==> src/rtl/ubfp_pkg.sv <==
// package for the ultrasonic bcd frame parser: frame constants, sync state type
// and the bcd range arithmetic; no dependencies
`default_nettype none

package ubfp_pkg;

  localparam int unsigned NumChannels = 12;
  localparam int unsigned ChanW       = 4;
  localparam int unsigned RangeW      = 15;
  localparam int unsigned CountW      = 4;

  localparam logic [7:0] SyncByte    = 8'hAA;
  localparam logic [7:0] LenByte     = 8'h08;
  localparam logic [7:0] TypeByte    = 8'h06;
  localparam logic [7:0] GroupLoByte = 8'h11;
  localparam logic [7:0] GroupMiByte = 8'h12;

  localparam logic [3:0] PosSync  = 4'd0;
  localparam logic [3:0] PosLen   = 4'd3;
  localparam logic [3:0] PosType  = 4'd6;
  localparam logic [3:0] PosGroup = 4'd7;
  localparam logic [3:0] PosFirst = 4'd1;
  localparam logic [3:0] PosLast  = 4'd15;

  localparam logic [1:0] GroupLo = 2'd0;
  localparam logic [1:0] GroupMi = 2'd1;
  localparam logic [1:0] GroupHi = 2'd2;

  localparam logic [CountW-1:0] FpuReset = 4'd3;

  typedef enum logic [1:0] {
    SYNC_HUNT   = 2'd0,
    SYNC_FIRST  = 2'd1,
    SYNC_STEADY = 2'd2
  } sync_mode_e;

  typedef logic [RangeW-1:0] range_t;

  // nibbles above nine are kept as they are, so the result reaches 165
  function automatic logic [7:0] bcd_dec(input logic [7:0] b);
    logic [7:0] hi;
    logic [7:0] lo;
    hi = {4'd0, b[7:4]};
    lo = {4'd0, b[3:0]};
    return 8'((hi << 3) + (hi << 1) + lo);
  endfunction

  // dec(high) * 100 + dec(low), at most 16665
  function automatic range_t range_calc(input logic [7:0] hi_b, input logic [7:0] lo_b);
    range_t h;
    range_t l;
    h = range_t'(bcd_dec(hi_b));
    l = range_t'(bcd_dec(lo_b));
    return range_t'((h << 6) + (h << 5) + (h << 2) + l);
  endfunction

endpackage

`default_nettype wire

==> src/rtl/ultrasonic_bcd_frame_parser_core.sv <==
// ultrasonic bcd frame parser: byte stream in, bursts of twelve channel ranges out
// depends on ubfp_pkg
`default_nettype none

// usage
//   in channel  : in_valid_i / in_ready_o with rx_byte_i, one received byte per request
//   out channel : out_valid_o / out_ready_i with channel_index_o, range_value_o and
//                 last_channel_o; a burst is twelve requests, channels 0 to 11
//   cfg channel : cfg_valid_i / cfg_ready_o with cfg_data_i (frames per publish),
//                 always ready; to be written only while the block is idle, which it does not enforce
// throughput: one byte per cycle while in_ready_o is high; parser state and range
// registers update in the same cycle the byte is taken
// latency: the first result of a burst appears the cycle after the last byte of
// the publishing frame is taken, then one result per cycle while out_ready_i is high
// the burst comes from a snapshot register row, so the next frame streams in while
// it drains; only the last byte of a steady frame is held off (in_ready_o low)
// while an earlier burst has not been fully taken, which sets the worst case rate
// when the receiver stalls
// reset: hunting for the start byte, ranges and counters zero, frames per
// publish three, no burst pending
module ultrasonic_bcd_frame_parser_core
  import ubfp_pkg::*;
(
  input  wire logic              clk_i,
  input  wire logic              rst_ni,
  input  wire logic              in_valid_i,
  output logic                   in_ready_o,
  input  wire logic [7:0]        rx_byte_i,
  output logic                   out_valid_o,
  input  wire logic              out_ready_i,
  output logic [ChanW-1:0]       channel_index_o,
  output logic [RangeW-1:0]      range_value_o,
  output logic                   last_channel_o,
  input  wire logic              cfg_valid_i,
  output logic                   cfg_ready_o,
  input  wire logic [CountW-1:0] cfg_data_i
);

  sync_mode_e        mode_q, mode_d;
  logic [3:0]        pos_q, pos_d;
  logic              hdr_good_q, hdr_good_d;
  logic [1:0]        group_q, group_d;
  logic [7:0]        pend_hi_q, pend_hi_d;
  logic [CountW-1:0] frame_cnt_q, frame_cnt_d;
  logic [CountW-1:0] fpp_q;
  range_t            ranges_q [NumChannels];
  range_t            ranges_d [NumChannels];
  range_t            snap_q   [NumChannels];
  logic              busy_q;
  logic [ChanW-1:0]  out_idx_q;

  logic              in_acc;
  logic              out_acc;
  logic              publish;
  logic [ChanW-1:0]  wr_ch;
  logic              wr_en;
  logic [CountW-1:0] cnt_inc;

  assign cfg_ready_o = 1'b1;
  assign in_ready_o  = !(busy_q && mode_q == SYNC_STEADY && pos_q == PosLast);
  assign in_acc      = in_valid_i && in_ready_o;
  assign out_acc     = busy_q && out_ready_i;

  assign out_valid_o     = busy_q;
  assign channel_index_o = out_idx_q;
  assign range_value_o   = snap_q[0];
  assign last_channel_o  = (out_idx_q == ChanW'(NumChannels - 1));

  // channel written at the low byte of each pair
  assign wr_ch   = ChanW'({group_q, pos_q[2:1]});
  assign cnt_inc = frame_cnt_q + CountW'(1);

  always_comb begin
    mode_d      = mode_q;
    pos_d       = pos_q;
    hdr_good_d  = hdr_good_q;
    group_d     = group_q;
    pend_hi_d   = pend_hi_q;
    frame_cnt_d = frame_cnt_q;
    publish     = 1'b0;
    wr_en       = 1'b0;

    if (in_acc) begin
      unique case (mode_q)
        SYNC_FIRST, SYNC_STEADY: begin
          if (pos_q == PosSync) begin
            hdr_good_d = (rx_byte_i == SyncByte);
          end else if (pos_q == PosLen && rx_byte_i != LenByte) begin
            hdr_good_d = 1'b0;
          end else if (pos_q == PosType && rx_byte_i != TypeByte) begin
            hdr_good_d = 1'b0;
          end else if (pos_q == PosGroup) begin
            group_d = (rx_byte_i == GroupLoByte) ? GroupLo :
                      (rx_byte_i == GroupMiByte) ? GroupMi : GroupHi;
          end else if (pos_q[3] && !pos_q[0]) begin
            pend_hi_d = rx_byte_i;
          end else if (pos_q[3] && hdr_good_q) begin
            wr_en = 1'b1;
          end

          if (pos_q != PosLast) begin
            pos_d = pos_q + 4'd1;
          end else if (mode_q == SYNC_FIRST) begin
            pos_d      = PosFirst;
            hdr_good_d = 1'b1;
            if (hdr_good_q) begin
              frame_cnt_d = cnt_inc;
              mode_d      = SYNC_STEADY;
              pos_d       = PosSync;
            end
          end else begin
            pos_d = PosSync;
            if (hdr_good_q) begin
              frame_cnt_d = cnt_inc;
              if (cnt_inc >= fpp_q) begin
                frame_cnt_d = '0;
                publish     = 1'b1;
              end
            end
          end
        end
        default: begin
          mode_d = SYNC_HUNT;
          if (rx_byte_i == SyncByte) begin
            mode_d     = SYNC_FIRST;
            pos_d      = PosFirst;
            hdr_good_d = 1'b1;
          end
        end
      endcase
    end
  end

  always_comb begin
    for (int k = 0; k < NumChannels; k++) begin
      ranges_d[k] = ranges_q[k];
      if (wr_en && wr_ch == ChanW'(k)) begin
        ranges_d[k] = range_calc(pend_hi_q, rx_byte_i);
      end
    end
  end

  always_ff @(posedge clk_i or negedge rst_ni) begin
    if (!rst_ni) begin
      mode_q      <= SYNC_HUNT;
      pos_q       <= PosSync;
      hdr_good_q  <= 1'b1;
      group_q     <= GroupLo;
      pend_hi_q   <= '0;
      frame_cnt_q <= '0;
      fpp_q       <= FpuReset;
      busy_q      <= 1'b0;
      out_idx_q   <= '0;
      for (int k = 0; k < NumChannels; k++) begin
        ranges_q[k] <= '0;
      end
    end else begin
      mode_q      <= mode_d;
      pos_q       <= pos_d;
      hdr_good_q  <= hdr_good_d;
      group_q     <= group_d;
      pend_hi_q   <= pend_hi_d;
      frame_cnt_q <= frame_cnt_d;
      ranges_q    <= ranges_d;
      if (cfg_valid_i) begin
        fpp_q <= cfg_data_i;
      end
      if (publish) begin
        busy_q    <= 1'b1;
        out_idx_q <= '0;
      end else if (out_acc) begin
        out_idx_q <= out_idx_q + ChanW'(1);
        if (last_channel_o) begin
          busy_q <= 1'b0;
        end
      end
    end
  end

  // snapshot row, drained by shifting towards entry zero
  always_ff @(posedge clk_i) begin
    if (publish) begin
      snap_q <= ranges_d;
    end else if (out_acc) begin
      for (int k = 0; k < NumChannels - 1; k++) begin
        snap_q[k] <= snap_q[k+1];
      end
    end
  end

endmodule

`default_nettype wire

==> config.mk <==
export PLATFORM = sky130hd
export DESIGN_NAME = ultrasonic_bcd_frame_parser_core
export DESIGN_NICKNAME = d
export VERILOG_FILES = /design/src/rtl/ubfp_pkg.sv /design/src/rtl/ultrasonic_bcd_frame_parser_core.sv
export SDC_FILE = /design/constraint.sdc
export NUM_CORES = 1
export LEC_CHECK = 0
export BUFFER_PORTS_ARGS = -buffer_cell sky130_fd_sc_hd__buf_2
export CAP_MARGIN = 10
export CORE_MARGIN = 4
export CORE_UTILIZATION = 55
export DETAILED_ROUTE_END_ITERATION = 12
export GPL_TIMING_DRIVEN = 0
export MAX_ROUTING_LAYER = met4
export PLACE_DENSITY = 0.79
export SLEW_MARGIN = 15
export SYNTH_ARGS = -nofsm -noshare
export SYNTH_HDL_FRONTEND = slang
export SYNTH_SLANG_ARGS = --single-unit
export TNS_END_PERCENT = 5
==> constraint.sdc <==
create_clock -name clk_i -period 14.6 [get_ports clk_i]
set_input_delay 2.92 -clock clk_i [delete_from_list [all_inputs] [get_ports clk_i]]
set_output_delay 2.92 -clock clk_i [all_outputs]
set_load 0.05 [all_outputs]
==> metrics <==
Pwr per Cell Area between 200 and 250 mW/mm^2; FF-to-FF setup slack just under 9 ns; clock root buffer clkbuf_16; WL final around 37 mm; minimum clock period after layout 6.64 ns; Lkg Pwr 8.70 nW; placed instance area 0.0180 mm^2; Clock Latency Late Sink 0.53 ns; Die H roughly 180 um; TritonCTS Sinks approximately 400; Worst slew margin approximately 18%; fin. max-slew vios 0; Yosys Warn Count 0; Overall Power around 4.0 mW; largest net degree at the start of global routing 103; Worst Path Arrival around 6.9 ns; vias between 10000 and 15000; Finished Layout Cells 1959; Routed Antenna Nets 0; slew of the pin with the lowest slew margin 1.21 ns; fin util a little over three fifths; ys async rst share a little over half; CTS tree yes; Hold Path End ranges_q[31]$_DFF_PN0_; # port buffers 37; Post-Syn Area per Cell 11.8 um^2; FMAX roughly 150 MHz; syn_nets 1517; Max Cap Viol 0; Final Skew 0.0167 ns; Post-synth EDFFs between 150 and 200; Worst Path Required ~15 ns; Cells after DPL 1886; Tot GR Track Use 22.7%; die area 0.0340 mm^2; setup bufs post-CTS 0; Post-Syn Instances 1447; vias in the first global route about 12000; RePlAce Congestion between 0.8 and 0.9; vias per inst 5.74; hold depth 2; initial antenna violation count 0; Top FF cell, synth dfrtp_1; fin area between 0.015 and 0.02 mm^2; CP Max Fanout 10; Startpoint Class primary input; flops & latches, synth between 300 and 400; Worst-path clk slew ~0.060 ns; H-tree depth 2; global-route wire length before repair around 60 mm; Final setup viols 0; n_diodes 0; Hold Buf Count CTS 0; Final Hold Vio Count 0; drt first pass iters 5; R2R cell count 20; DPL Wire Length 24.6 mm; Worst setup EP type flop; synthesized area ~0.017 mm^2; status finished, final reports clean; DRC 0; worst hold start ranges_q[31]$_DFF_PN0_; num rows 64; layout cells sized above 1 between 10% and 20%; post-route clock period utilization a little under half; area growth from synthesis to layout 12.6%; Initial Util a little under three fifths; Iteration-0 DRC Markers about 1000; I/O pin count 40; Setup CP Type in2reg; peak supply drop ~250 uV; TritonCTS buffer count 40; Core ar. 0.0306 mm^2; RSZ-0062 raised after global routing no; drt wl/cell between 15 and 20 um; Setup TNS 0 ns; clk buf depth 3; post_cts resized 0; Final nets 1602; Crit Reg-Reg Endpoint ranges_q[149]$_DFF_PN0_; Die X approximately 180 um; grt ovf 0; Worst R2R Start pend_hi_q[4]$_DFFE_PN0P_; register area share after synthesis between 60% and 70%; Synth cell types 64; Hold Path Class reg2reg
==> worst max-delay path, stage by stage <==
cell and delay, ns:
buf_2 0.15, fa_1 0.51, fa_1 0.52, ha_1 0.18, inv_1 0.06, fa_1 0.40
nand2b_1 0.20, a211oi_1 0.36, nor2_1 0.09, a211oi_1 0.56, clkbuf_1 0.47, o21ai_0 0.20
mux2_2 0.29
==> metal layers <==
metal	vias to the layer above	wire length, um	GRT usage [%]	part of all wire [%]
li1	5209	-	-	-
met1	5619	15200	29.1	41
met2	327	18400	37.5	50
met3	81	2060	3.79	5.6
met4	0	1130	7.28	3.1
met5	-	0	-	0
==> worst max path at each step <==
stage / to / cells after the start / start / slack [ns]
final: snap_q[133]$_DFFE_PP_ / 13 / rx_byte_i[3] / 7.96
after global routing: snap_q[88]$_DFFE_PP_ / 13 / rx_byte_i[3] / 7.76
after CTS: snap_q[133]$_DFFE_PP_ / 13 / rx_byte_i[3] / 7.98
after detailed placement: snap_q[133]$_DFFE_PP_ / 13 / rx_byte_i[3] / 7.45
after global placement: snap_q[120]$_DFFE_PP_ / 8 / in_valid_i / 3.63
after floorplan: range_value_o[0]$_DFFE_PP_ / 7 / in_valid_i / 6.53
==> sequential cells by signal, summed over array words and instances, names as in the netlist <==
| register | flops |
|---|---|
| pos_q | 4 |
| mode_q | 2 |
| fpp_q | 4 |
| snap_q | 165 |
| ranges_q | 180 |
| out_valid_o | 1 |
| hdr_good_q | 1 |
| range_value_o | 15 |
| frame_cnt_q | 4 |
| group_q | 2 |
| pend_hi_q | 8 |
| channel_index_o | 4 |
==> Yosys cell counts (all sizes together) (9+ instances only) <==
cell	count	area (um^2)
a21oi	26	130
buf	45	297
clkbuf	54	203
dfrtp	207	5180
edfxtp	180	5410
fa	11	220
ha	42	526
inv	45	169
mux2	129	1470
nand2	247	927
nand3	15	75.1
nor2	132	495
nor4	13	103
o21ai	170	855
o31ai	16	120
or4	9	67.6
xnor2	10	87.6
==> through the flow <==
stage	hold slack (ns)	setup slack (ns)
finish	0.475	7.96
global route	0.500	7.76
CTS	0.475	7.98
detailed placement	0.459	7.45
global placement	0.448	3.63
floorplan	0.436	6.53
==> cell usage in the layout (no fill, tap or decap), types with 5 or more instances in the layout <==
cell,Yosys,final
or4_1,9,9
inv_1,44,44
xnor2_1,10,10
nor3_1,7,7
xor2_1,8,8
clkbuf_1,54,61
o21ai_0,142,142
a22oi_1,6,6
buf_4,17,17
clkinv_2,0,11
nand3_1,15,15
buf_1,7,7
nand2b_1,8,8
o31ai_1,16,16
nor4_1,11,11
buf_16,0,6
buf_6,6,6
a211oi_1,5,5
a21oi_1,26,26
edfxtp_1,180,180
clkbuf_8,0,8
buf_2,15,51
fa_1,11,11
nand2_1,247,246
nor2_1,132,132
clkbuf_16,0,40
ha_1,42,42
mux2_2,125,125
nor3b_1,5,5
dfrtp_1,207,207
o21ai_1,27,27
==> power by group <==
| part | total, mW | switching [mW] | internal, mW |
|---|---|---|---|
| clock network | 0.998 | 0.415 | 0.583 |
| registers | 1.19 | 0.0173 | 1.17 |
| logic | 1.80 | 1.36 | 0.441 |
==> cells by family after synthesis <==
logic type	after synthesis	synth area share (%)
DFF	390	62.4
other	1	0.0219
buffers and inverters	144	3.91
muxes	129	8.59
AOI/OAI and AO/OA	254	8.43
and+or+nand+nor	458	11.4
adders and majority gates	53	4.36
xor gates and xnor gates	18	0.922
==> cell type report <==
class,count,area (um^2)
Timing Repair Buffer,43,360
Fill cell,2319,11300
Inverter,45,169
Clock inverter,17,148
Clock buffer,56,1140
Buffer,99,500
Tap cell,396,495
Multi-Input combinational cell,913,5770
Sequential cell,390,10700
Power figures use the tool's default switching activity.
